===== config.mk =====
export PLATFORM = sky130hd
export DESIGN_NAME = rule_vote_class_scorer
export DESIGN_NICKNAME = d
export VERILOG_FILES = /design/src/sv/rvcs_pkg.sv /design/src/sv/rule_vote_class_scorer.sv
export SDC_FILE = /design/constraint.sdc
export NUM_CORES = 1
export LEC_CHECK = 0
export BUFFER_PORTS_ARGS = -buffer_cell sky130_fd_sc_hd__buf_2
export CORE_ASPECT_RATIO = 1.25
export CORE_UTILIZATION = 69
export DETAILED_ROUTE_END_ITERATION = 16
export HOLD_SLACK_MARGIN = 0.1
export PLACE_DENSITY_LB_ADDON = 0.05
export SYNTH_ARGS = -nofsm -noshare
export SYNTH_HDL_FRONTEND = slang
export SYNTH_SLANG_ARGS = --single-unit

===== constraint.sdc =====
create_clock -name i_clk -period 10.6 [get_ports i_clk]
set_input_delay 3.18 -clock i_clk [delete_from_list [all_inputs] [get_ports i_clk]]
set_output_delay 3.18 -clock i_clk [all_outputs]
set_load 0.02 [all_outputs]

===== src/sv/rvcs_pkg.sv =====
// Shared constants and types of the rule vote class scorer.
package rvcs_pkg;
    localparam int NUM_CLASSES = 4;
    localparam int MAX_RULES   = 1024;
    localparam int COST_W      = 16;
    localparam int CONF_W      = 17;
    localparam int SUM_W       = 27;
    localparam int CNT_W       = 11;
    localparam int PROD_W      = COST_W + SUM_W;
    localparam int TOTAL_W     = PROD_W + 2;
    localparam int SCORE_W     = 17;
    localparam int LABEL_W     = 2;
    localparam logic [CONF_W-1:0] CONF_ONE  = 17'd65536;
    localparam logic [COST_W-1:0] COST_INIT = 16'd256;

    typedef logic [COST_W-1:0]  t_cost;
    typedef logic [SUM_W-1:0]   t_sum;
    typedef logic [CNT_W-1:0]   t_count;
    typedef logic [PROD_W-1:0]  t_raw;
    typedef logic [TOTAL_W-1:0] t_total;
    typedef logic [SCORE_W-1:0] t_score;
endpackage


===== src/sv/rule_vote_class_scorer.sv =====
// Top level: per-class vote accumulation, bit-serial scoring and ranking.
//
// Channel   Direction  Handshake                   Payload
// command   in         start && !busy              vote_present, rule_label, confidence, last
// config    in         i_cfg_we (no wait)          i_cfg_index, i_cfg_data
// result    out        o_valid, one cycle each     class_index, score, ranked_label, final
//
// A request without last_rule is taken every cycle (busy stays low).
// A request with last_rule starts scoring: per class 16 multiply steps and 43
// divide steps of the bit-serial unit, then 17 normalize steps per class, then
// one result per cycle for the four classes.
// Synchronous active-low reset restores costs to 1.0 and clears the sums.
// Results cannot be stalled; they are shown once, one cycle each.
module rule_vote_class_scorer (
    input  logic                          i_clk,
    input  logic                          i_rst_n,
    input  logic                          start,
    output logic                          busy,
    input  logic                          i_vote_present,
    input  logic [rvcs_pkg::LABEL_W-1:0]  i_rule_label,
    input  logic [rvcs_pkg::CONF_W-1:0]   i_rule_confidence,
    input  logic                          i_last_rule,
    input  logic                          i_cfg_we,
    input  logic [1:0]                    i_cfg_index,
    input  logic [rvcs_pkg::COST_W-1:0]   i_cfg_data,
    output logic                          o_valid,
    output logic [rvcs_pkg::LABEL_W-1:0]  o_class_index,
    output logic [rvcs_pkg::SCORE_W-1:0]  o_class_score,
    output logic [rvcs_pkg::LABEL_W-1:0]  o_ranked_label,
    output logic                          o_final_result
);
    localparam logic [2:0] S_IDLE = 3'd0;
    localparam logic [2:0] S_MUL  = 3'd1;
    localparam logic [2:0] S_DIV  = 3'd2;
    localparam logic [2:0] S_NORM = 3'd3;
    localparam logic [2:0] S_OUT  = 3'd4;
    localparam int NC = rvcs_pkg::NUM_CLASSES;
    localparam int PW = rvcs_pkg::PROD_W;
    localparam int TW = rvcs_pkg::TOTAL_W;

    logic [2:0]             r_state;
    logic [5:0]             r_cnt;
    logic [1:0]             r_cls;
    logic [NC-1:0]          r_taken;
    rvcs_pkg::t_cost        r_cost  [4];
    rvcs_pkg::t_sum         r_sum   [NC];
    rvcs_pkg::t_count       r_count [NC];
    rvcs_pkg::t_raw         r_raw   [NC];
    rvcs_pkg::t_score       r_norm  [NC];
    rvcs_pkg::t_raw         r_prod;
    logic [11:0]            r_rem;
    logic [TW:0]            r_nrem;
    rvcs_pkg::t_score       r_q;
    rvcs_pkg::t_total       r_total;

    logic                   accept;
    logic [rvcs_pkg::CONF_W-1:0] conf_clamp;
    logic [rvcs_pkg::SUM_W:0]    sum_add;
    logic [11:0]            div_sh;
    logic [11:0]            div_d;
    logic                   div_ge;
    logic [TW:0]            norm_sh;
    logic                   norm_ge;
    logic [1:0]             best;

    assign accept = start && !busy;
    assign busy   = (r_state != S_IDLE);

    // Clamped confidence and saturating sum for the voted class
    always_comb begin
        conf_clamp = (i_rule_confidence > rvcs_pkg::CONF_ONE) ? rvcs_pkg::CONF_ONE
                                                             : i_rule_confidence;
        sum_add = {1'b0, r_sum[i_rule_label]}
                + {{(rvcs_pkg::SUM_W + 1 - rvcs_pkg::CONF_W){1'b0}}, conf_clamp};
    end

    // Restoring divide step by count + 1
    always_comb begin
        div_sh = {r_rem[10:0], r_prod[PW-1]};
        div_d  = {1'b0, r_count[r_cls]} + 12'd1;
        div_ge = (div_sh >= div_d);
    end

    // Normalize step: raw * 2^16 / total, one quotient bit per cycle
    always_comb begin
        norm_sh = (r_cnt == 6'd0) ? {{(TW + 1 - PW){1'b0}}, r_raw[r_cls]}
                                  : {r_nrem[TW-1:0], 1'b0};
        norm_ge = (norm_sh >= {1'b0, r_total});
    end

    // Best untaken class, ties to the lower index
    always_comb begin
        logic found;
        found = 1'b0;
        best  = 2'd0;
        for (int j = 0; j < NC; j++) begin
            if (!r_taken[j] && (!found || r_norm[j] > r_norm[best])) begin
                best  = 2'(j);
                found = 1'b1;
            end
        end
    end

    // Cost registers
    always_ff @(posedge i_clk) begin
        if (!i_rst_n) begin
            for (int i = 0; i < 4; i++) r_cost[i] <= rvcs_pkg::COST_INIT;
        end else if (i_cfg_we) begin
            r_cost[i_cfg_index] <= i_cfg_data;
        end
    end

    // Sequencer, accumulators and serial arithmetic
    always_ff @(posedge i_clk) begin
        if (!i_rst_n) begin
            r_state <= S_IDLE;
            r_cnt   <= '0;
            r_cls   <= '0;
            r_taken <= '0;
            o_valid <= 1'b0;
            for (int i = 0; i < NC; i++) begin
                r_sum[i]   <= '0;
                r_count[i] <= '0;
            end
        end else begin
            o_valid <= 1'b0;
            case (r_state)
                S_IDLE: begin
                    if (accept) begin
                        if (i_vote_present && (32'(i_rule_label) < NC)
                            && (32'(r_count[i_rule_label]) < rvcs_pkg::MAX_RULES)) begin
                            r_sum[i_rule_label] <= sum_add[rvcs_pkg::SUM_W]
                                ? {rvcs_pkg::SUM_W{1'b1}} : sum_add[rvcs_pkg::SUM_W-1:0];
                            r_count[i_rule_label] <= r_count[i_rule_label] + 1'b1;
                        end
                        if (i_last_rule) begin
                            r_state <= S_MUL;
                            r_cls   <= '0;
                            r_cnt   <= '0;
                            r_prod  <= '0;
                            r_total <= '0;
                        end
                    end
                end
                S_MUL: begin
                    // Shift-add over cost bits, most significant first
                    r_prod <= {r_prod[PW-2:0], 1'b0}
                            + (r_cost[r_cls][4'd15 - r_cnt[3:0]]
                               ? {{(PW - rvcs_pkg::SUM_W){1'b0}}, r_sum[r_cls]} : '0);
                    if (r_cnt == 6'd15) begin
                        r_cnt   <= '0;
                        r_rem   <= '0;
                        r_state <= S_DIV;
                    end else begin
                        r_cnt <= r_cnt + 6'd1;
                    end
                end
                S_DIV: begin
                    r_rem  <= div_ge ? div_sh - div_d : div_sh;
                    if (r_cnt == 6'(PW - 1)) begin
                        // Quotient done; clear the product for the next class
                        r_prod       <= '0;
                        r_raw[r_cls] <= {r_prod[PW-2:0], div_ge};
                        r_total <= r_total + TW'({r_prod[PW-2:0], div_ge});
                        r_cnt   <= '0;
                        if (32'(r_cls) == NC - 1) begin
                            r_cls   <= '0;
                            r_state <= S_NORM;
                        end else begin
                            r_cls   <= r_cls + 2'd1;
                            r_state <= S_MUL;
                        end
                    end else begin
                        r_prod <= {r_prod[PW-2:0], div_ge};
                        r_cnt  <= r_cnt + 6'd1;
                    end
                end
                S_NORM: begin
                    r_nrem <= norm_ge ? norm_sh - {1'b0, r_total} : norm_sh;
                    r_q    <= {r_q[rvcs_pkg::SCORE_W-2:0], norm_ge};
                    if (r_cnt == 6'(rvcs_pkg::SCORE_W - 1)) begin
                        r_norm[r_cls] <= (r_total == '0) ? '0
                                       : {r_q[rvcs_pkg::SCORE_W-2:0], norm_ge};
                        r_cnt <= '0;
                        if (32'(r_cls) == NC - 1) begin
                            r_cls   <= '0;
                            r_taken <= '0;
                            r_state <= S_OUT;
                        end else begin
                            r_cls <= r_cls + 2'd1;
                        end
                    end else begin
                        r_cnt <= r_cnt + 6'd1;
                    end
                end
                S_OUT: begin
                    // One result per cycle: class k score, class at rank k
                    o_valid        <= 1'b1;
                    o_class_index  <= r_cls;
                    o_class_score  <= r_norm[r_cls];
                    o_ranked_label <= best;
                    o_final_result <= (32'(r_cls) == NC - 1);
                    r_taken[best]  <= 1'b1;
                    if (32'(r_cls) == NC - 1) begin
                        r_state <= S_IDLE;
                        for (int i = 0; i < NC; i++) begin
                            r_sum[i]   <= '0;
                            r_count[i] <= '0;
                        end
                    end else begin
                        r_cls <= r_cls + 2'd1;
                    end
                end
                default: r_state <= S_IDLE;
            endcase
        end
    end
endmodule


==> summary by stage, run 1 <==
Final layout
The net count reported at finish is 3386. The total non-filler cell area in the finished layout is 41000 um2. Cells with a size suffix above 1 make up 15.0% of the layout. Compared with the post-synthesis result, the final layout area differs by 8.44%. The number of antenna diodes is 0.

CTS
Clock latency on the worst-skew pair, taken at its later pin, is 0.61 ns. The cell at the root of the clock tree is sky130_fd_sc_hd__clkbuf_16. The longest clock path from root to sink contains 3 buffers. Once the clock tree was built, the setup fixing pass inserted 0 buffers.

Once the clock tree was built, the resizer swapped 0 gates to a different size. The clock transition at the register clock pins on the worst setup and hold paths after CTS is 0.06 ns. The CTS buffer count is 66. The H-tree generated during clock tree synthesis spans 3 levels. The number of hold-repair buffers added at the cts stage is 0. The number of clock sinks seen by CTS is 656. TritonCTS built the clock tree.

Global routing
In the global route stage, overall resource usage came out at 32.7%. The first global-routing pass estimated 140000 um of wire. The number of global-route vias before repair came to 26000. Entering global routing, the biggest net connects 66 pins. The initial antenna violation count is 0.

Summed over all layers, the global routing overflow is 0.

Setup path
The cell count of the worst reg-to-reg path is 24. By startpoint and endpoint, the worst setup path is classified as flop to flop. The required arrival time at the worst endpoint is 10.94 ns. The slowest stage of the critical path belongs to the cell sky130_fd_sc_hd__dfxtp_4.

The worst register-to-register path has a setup slack of 3.10 ns. The kind of end point of the critical path is a flop. The endpoint of the most critical register-to-register path is r_total[42].

The startpoint type of the worst setup path is a flop. The signal on the critical path passes through mux4_2, ha_1, inv_1, fa_1, a21o_1, a21oi_1, o21bai_1, a2111o_1, a21o_1, a211oi_1, o21a_1, inv_1, ha_1, inv_1, fa_1, nand2b_1, a21oi_2, o41a_1, a31o_4, a31o_4, a41oi_4, o21ai_2, a221oi_2, mux2i_1. By instance count, the cell type seen most on the critical path is sky130_fd_sc_hd__inv_1. The largest single stage delay on the critical path is 0.90 ns.

The peak fanout along the critical path is 55. The signal arrival time at the worst endpoint is 7.84 ns.

Synthesis
Sorting the synthesized cells by area gives the leading types as sky130_fd_sc_hd__edfxtp_1, sky130_fd_sc_hd__mux4_2, sky130_fd_sc_hd__ha_1, sky130_fd_sc_hd__nor2_1, sky130_fd_sc_hd__a21oi_1. The gate count after technology mapping is 3114. The simple logic cell fraction of the synthesized area is 12.5%. The post-synth design cell area is 37800 um2.

The commonest cells after synthesis are sky130_fd_sc_hd__edfxtp_1, sky130_fd_sc_hd__nor2_1, sky130_fd_sc_hd__ha_1, sky130_fd_sc_hd__a21oi_1, sky130_fd_sc_hd__nand2_1. Synthesis produced a netlist with a net count of 3365. The post-synthesis area per instance is 12.2 um2. The dominant cell type by area after synthesis is sky130_fd_sc_hd__edfxtp_1. Yosys mapped a number of flops with a built-in enable equal to 638. The xor-xnor portion of the synthesized cell area is 2.96%.

The most frequent cell after synthesis is sky130_fd_sc_hd__edfxtp_1. After synthesis, the largest area contributor takes up 50.6% of total cell area. The main combinational cell family by area after synthesis is simple AND/OR/NAND/NOR gates. Counting flops and latches in the post-synthesis netlist gives 656. The sequential-to-total area share from yosys stat is 51.6%. The main flop type after synthesis is sky130_fd_sc_hd__edfxtp_1. The adder-cell share of the synthesized area is 6.98%. Synthesis instantiated 94 different standard cells from the library. The number of synthesis warnings is 0. After synthesis, the share of cell area in mux cells is 12.2%. The async set-reset flop share out of synthesis is 0%. Summing the areas of all compound-gate instances in the mapped netlist gives 10.9% of the synthesized area.

Detailed routing
The number of remaining DRC errors is 0. The number of design-rule violations left by the first detailed-router iteration is 2537. For this block, the via count after detailed routing is 26100. The wire length per cell after detailed routing is 23.1 um.

The total length of routed wires is 90300 um. The post-detailed-route count of antenna-violating nets is 0. The iteration count of the initial detailed-routing pass is 5. After detailed routing, the number of vias per cell comes to 6.67.

Floorplan
The initial utilization of the core area, before any placement, comes to 70.1%. The die height is 264 um. The area of the die is 55800 um2. The area of the placeable core is 54000 um2. The number of top-level pins is 67. In this run the horizontal extent of the chip is 211 um. After floorplanning, the core was divided into 95 placement rows.

Min path
The startpoint of the tightest hold check path is r_q[13]. The class of the tightest hold or removal check is flop to flop. The worst hold path was traced through 0 stages.

The hold path endpoint is r_q[14].

Placed design
The final HPWL from detailed placement is 61000 um. The count of buffers added on input and output ports is 66. The placed standard-cell area is 38800 um2. Routability-driven placement finished with a final weighted congestion of 0.927.

Timing
The final hold violation count is 0. The final period utilization is 70.7%. The final number of setup-violating endpoints is 0. Measured against its own limit, the worst slew margin works out to 22.3%. The post-layout minimum cycle time is 7.50 ns.

The final setup skew is 0.0256 ns. The final-report max-slew violation count is 0. Setup repair after global routing left no endpoint under its margin. The maximum frequency from static timing analysis is 0.133 GHz. For the final routed database, the setup TNS stands at 0 ns. The measured slew at the worst slew-check pin is 1.16 ns.

Pwr
The power per cell area is 150 nW/um2. The design draws 6.15 mW. The leakage power is 15.1 nW. VDD sags by at most 0.000150 V.

Outcome
The run finished with clean final reports.

Flow run
The max capacitance violation total is 0.
## logic make-up (layout without fill, tap and decap cells)
| kind of cell | Yosys count | after routing |
|---|---|---|
| AND/OR/NAND/NOR | 962 | 962 |
| flip-flops | 656 | 656 |
| AO/OA/AOI/OAI | 628 | 628 |
| buffers and inverters | 271 | 341 |
| multiplexers | 261 | 261 |
| adder cells (fa/ha/maj) | 208 | 208 |
| XOR/XNOR | 128 | 128 |
## how the worst max path moves through the flow
stage	end	cells after the start
6_report	r_total[42]	24
5_1_grt	r_total[42]	24
4_1_cts	r_total[42]	24
3_5_place_dp	r_total[42]	24
3_3_place_gp	r_total[42]	24
2_1_floorplan	r_sum[3][16]	16
## worst max-delay path: cells and delay by family, from the launching register on
kind | cells | cell delay [ns]
muxes | 2 | 0.55
AOI/OAI and AO/OA | 14 | 3.95
buffers and inverters | 3 | 0.39
adders and majority gates | 4 | 1.23
and+or+nand+nor | 1 | 0.15
DFF | 1 | 0.90
## power by group
part           internal, mW  switching, mW  leakage [nW]  total (mW)
clock network          1.40          0.996          1.07        2.40
registers              2.92         0.0583          6.17        2.97
logic                 0.308          0.468          7.86       0.776
## cell type report
cell class	count	area [um2]
clock buffer	79	1780
clock inverter	38	427
fill	3502	12900
inverter	124	465
multi-input combinational	2187	17300
sequential	656	19500
tap	727	910
timing repair buffer	100	586
## metal layers
metal | track usage, % | share of wire [%] | vias up | wire [um]
li1 | - | - | 11900 | -
met1 | 42.3 | 40 | 13000 | 36200
met2 | 56.5 | 51 | 994 | 46000
met3 | 3.79 | 5.8 | 207 | 5270
met4 | 12.4 | 3.1 | 0 | 2830
met5 | 0 | 0 | - | 0
## cell usage in the layout, fill, tap and decap left out, types with 32 or more instances in the layout
cell                        count
sky130_fd_sc_hd__mux4_2       155
sky130_fd_sc_hd__nand2_1      164
sky130_fd_sc_hd__nor2_1       319
sky130_fd_sc_hd__nand4_1       49
sky130_fd_sc_hd__nor2b_1       92
sky130_fd_sc_hd__xor2_1        52
sky130_fd_sc_hd__inv_1        122
sky130_fd_sc_hd__buf_2         66
sky130_fd_sc_hd__a21oi_1      170
sky130_fd_sc_hd__nand2b_1      39
sky130_fd_sc_hd__buf_4         34
sky130_fd_sc_hd__ha_1         203
sky130_fd_sc_hd__and3_1        52
sky130_fd_sc_hd__nand3_1       47
sky130_fd_sc_hd__a21o_1        92
sky130_fd_sc_hd__xnor2_1       76
sky130_fd_sc_hd__mux2_2        63
sky130_fd_sc_hd__edfxtp_1     638
sky130_fd_sc_hd__mux2i_1       42
sky130_fd_sc_hd__o21ai_0      138
sky130_fd_sc_hd__and2_1        67
sky130_fd_sc_hd__a31oi_1       32
sky130_fd_sc_hd__clkbuf_16     68
sky130_fd_sc_hd__nor3_1        46
## sequential cells by signal, indices dropped and copies added (netlist names), named ones only
signal	flops
r_sum	108
o_final_result	1
r_q	16
r_cost	64
r_prod	43
o_valid	1
o_class_score	17
r_rem	11
r_taken	4
r_raw	172
r_state	3
r_nrem	45
r_cnt	6
r_norm	68
o_ranked_label	2
r_total	45
o_class_index	2
r_cls	2
r_count	44
## metrics by stage
step | hold slack (ns) | util, % | std cells | worst slack, ns
after floorplan | 0.418 | - | 3114 | 3.15
after global placement | 0.421 | 71.9 | 3794 | 3.25
after detailed placement | 0.425 | 71.9 | 3794 | 3.07
after CTS | 0.457 | 76.0 | 3911 | 3.04
after global routing | 0.471 | 76.0 | 3911 | 2.65
final | 0.457 | 76.0 | 3911 | 3.10
No activity file was read; power rests on OpenSTA's default activity.
==> inputs of run 2 (changes only) <==
- CORE_UTILIZATION: 69 -> 58
- clock period: 10.6 -> 6.1 ns (I/O delays scaled with it)
==> run 2 against run 1 <==
Net effect: register-to-register slack lost 3.0 ns; maximum frequency grew 24%; hold slack lost 0.0058 ns; global-route usage shrank 4.4 points; non-clock buffer count grew 63; clock skew grew 0.0026 ns; count of clock-buffer cells in the layout is the same.
==> summary by stage, run 2 (synthesized netlist as in run 1, its figures left out) <==
CTS
The clock latency on the worst-skew pair was 0.63 ns (+0.02 ns). The maximum clock path buffer count was 3 (unchanged). The clock tree from TritonCTS is yes. The number of clock sinks seen by CTS is 656 (unchanged). The root buffer cell chosen for the clock tree is sky130_fd_sc_hd__clkbuf_16. The clock transition at the register clock pins on the worst setup and hold paths after CTS came to 0.06 ns (about the same).

The H-tree level count is 3 (unchanged). The CTS buffer count is 71 (+7.6%).

Timing
The final-report max-slew violation count came to 0 (unchanged). Setup repair after global routing could not meet its margin everywhere. The final period utilization is 98.9% (+28 points). The maximum frequency from static timing analysis is 0.166 GHz (+24%). The final hold violation count came to 0 (unchanged). The final setup skew is 0.0282 ns (+0.00264 ns). The setup total negative slack is 0 ns (unchanged). The measured slew at the worst slew-check pin is 1.21 ns (+0.0555 ns).

The worst hold slack is 0.451 ns (-0.00584 ns). The final number of setup-violating endpoints came to 0 (unchanged). The post-layout minimum cycle time is 6.03 ns (-1.46 ns).

The headroom to the max-slew limit is 19.1% (-3.2 points).

Global routing
The number of global-route vias before repair is 26100 (+0.21%). The initial antenna violation count is 0 (unchanged). The residual overflow from global routing came to 0 (unchanged). The global-route usage over all layers is 28.3% (-4.4 points).

The first-pass GRT wire length is 145000 um (+3.3%). The largest net degree at the start of global routing is 62 (-6.1%).

Detailed routing
The total length of routed wires is 93200 um (+3.3%). The post-detailed-route count of antenna-violating nets is 0 (unchanged). The number of design-rule violations left by the first detailed-router iteration was 1776 (-30%). The via count is 25700 (-1.5%). The vias per cell came to 6.25 (-6.3%). The number of remaining DRC errors is 0 (unchanged).

The wire length per cell after detailed routing is 22.7 um (-1.7%). The iteration count of the initial detailed-routing pass is 5 (unchanged).

Final layout
The layout cell share with drive strength beyond 1 is 17.9% (+2.9 points). The register with the most flip-flops is r_raw. The top cell types in the final layout, fill and taps aside, are sky130_fd_sc_hd__edfxtp_1, sky130_fd_sc_hd__nor2_1, sky130_fd_sc_hd__ha_1. The filler cell count in the final layout is 5016 (+43%). The most common library cell in the layout ignoring fill and taps is sky130_fd_sc_hd__edfxtp_1. The total non-filler cell area in the finished layout is 42200 um2 (+2.7%). The number of antenna diodes is 0 (unchanged). The layout overhead on the synthesized area is 11.4%.

The net count reported at finish is 3454 (+2.0%). The number of flip-flops in the largest register is 172 (unchanged). The largest registers in the layout are r_raw x172, r_sum x108, r_norm x68.

Placed design
The final HPWL from detailed placement was 64900 um (+6.3%). The quantity of I/O buffers inserted on ports came to 66 (unchanged). The final weighted congestion of routability-driven global placement came to 0.900 (-3.0%). The placed standard-cell area is 39400 um2 (+1.5%).

Floorplan
The area of the die is 66300 um2 (+19%). The die height is 288 um (+9.0%). The overall die width is 230 um (+9.0%). The number of top-level pins is 67 (unchanged). The row count is 104 (+9.5%). The initial core utilization was 58.7% (-11 points). The area of the placeable core came to 64400 um2 (+19%).

Pwr
The power per cell area is 260 nW/um2 (+73%). The total net switching power is 2.79 mW (+83%). The share of total power in combinational logic is 12.8% (+0.2 points). The fraction of power consumed by sequential logic was 47.1% (-1.3 points). The cell-internal power was 8.15 mW (+76%). The switching share of total power was 25.5% (+0.75 points). The power share of the clock group was 40.1% (+1.1 points).

The sum of internal, switching and leakage power is 10.9 mW (+78%). The leakage power came to 15.5 nW (+2.7%). The maximum VDD drop is 0.000289 V (+93%).

Setup path
The worst setup path is launched from a flop. The kind of end point of the critical path is a flop. The peak fanout along the critical path came to 8 (-85%). The most frequent cell on the critical path is sky130_fd_sc_hd__a21o_1. The required arrival time at the worst endpoint is 6.45 ns (-4.49 ns). The signal arrival time at the worst endpoint came to 6.39 ns (-1.45 ns). The peak per-stage delay on the critical path was 0.56 ns (-0.34 ns). The setup path with the least slack is of type flop to flop.

The highest-delay cell along the critical path is sky130_fd_sc_hd__or4_4.

Min path
The class of the tightest hold or removal check is flop to flop.

Outcome
The run finished with clean final reports.

Flow run
The max capacitance violation total is 0 (unchanged).
run 2: cell count changes in the layout (fill, tap and decap cells not counted), sizes merged:
cell / previous run / this run
clkinv: 25 / 34
clkinvlp: 4 / 5
inv: 125 / 130
buf: 100 / 163
run 2: per-stage QoR:
stage               std cells  worst slack, ns  utilization (%)
floorplan                3114          0.00159                -
global placement         3960          -0.0185             61.2
detailed placement       3960           -0.172             61.2
CTS                      4093         -0.00778             64.9
global route             4110           -0.179             65.4
finish                   4110           0.0652             65.4
run 2: worst paths after layout:
check                                   from           endpoint  slack, ns  cells after the start
worst max-delay path            r_norm[1][6]  o_ranked_label[1]       0.07                     26
worst min-delay path                 r_q[14]            r_q[15]       0.45                      0
worst max register to register  r_norm[1][6]  o_ranked_label[1]       0.07                     26
worst min register to register       r_q[14]            r_q[15]       0.45                      0
run 2: what timing repair did:
action                     CTS  global route
hold buffers                 0             0
pin swaps                    1            24
gates resized for setup      4            43
gates cloned                 0             0
setup endpoints to repair   10            23
buffers inserted             1            17
run 2: area by class of cell:
type                    instances  area [um2]  area share [%]
well taps                     848        1060            2.52
clock inverters                53         544            1.29
flip-flops and latches        656       19500            46.3
inverters                     124         465            1.10
repair buffers                163        1180            2.81
multi-input cells            2187       17600            41.7
clock buffers                  79        1810            4.29
run 2: power groups by stage:
stage	clock network [mW]	registers (mW)	logic [mW]
finish	4.38	5.16	1.40
global route	4.61	5.17	1.54
CTS	4.45	5.16	1.39
detailed placement	0	5.25	1.38
global placement	0	5.24	1.36
floorplan	0	5.21	1.03
run 2: critical path, delay by kind of cell (launching register included):
family / cells / cell delay (ns)
AND/OR/NAND/NOR: 5 / 1.09
adder cells (fa/ha/maj): 3 / 0.79
multiplexers: 2 / 0.60
AO/OA/AOI/OAI: 15 / 2.66
buffers and inverters: 1 / 0.18
flip-flops: 1 / 0.47
run 2: metal layers:
| metal | routed length [um] | share of wire, % | global-route usage (%) | up-vias |
|---|---|---|---|---|
| met4 | 2240 | 2.4 | 9.17 | 0 |
| met2 | 46800 | 50 | 48.9 | 676 |
| met5 | 0 | 0 | 0 | - |
| met3 | 4240 | 4.6 | 2.82 | 133 |
| li1 | - | - | - | 12000 |
| met1 | 40000 | 43 | 37.6 | 12900 |
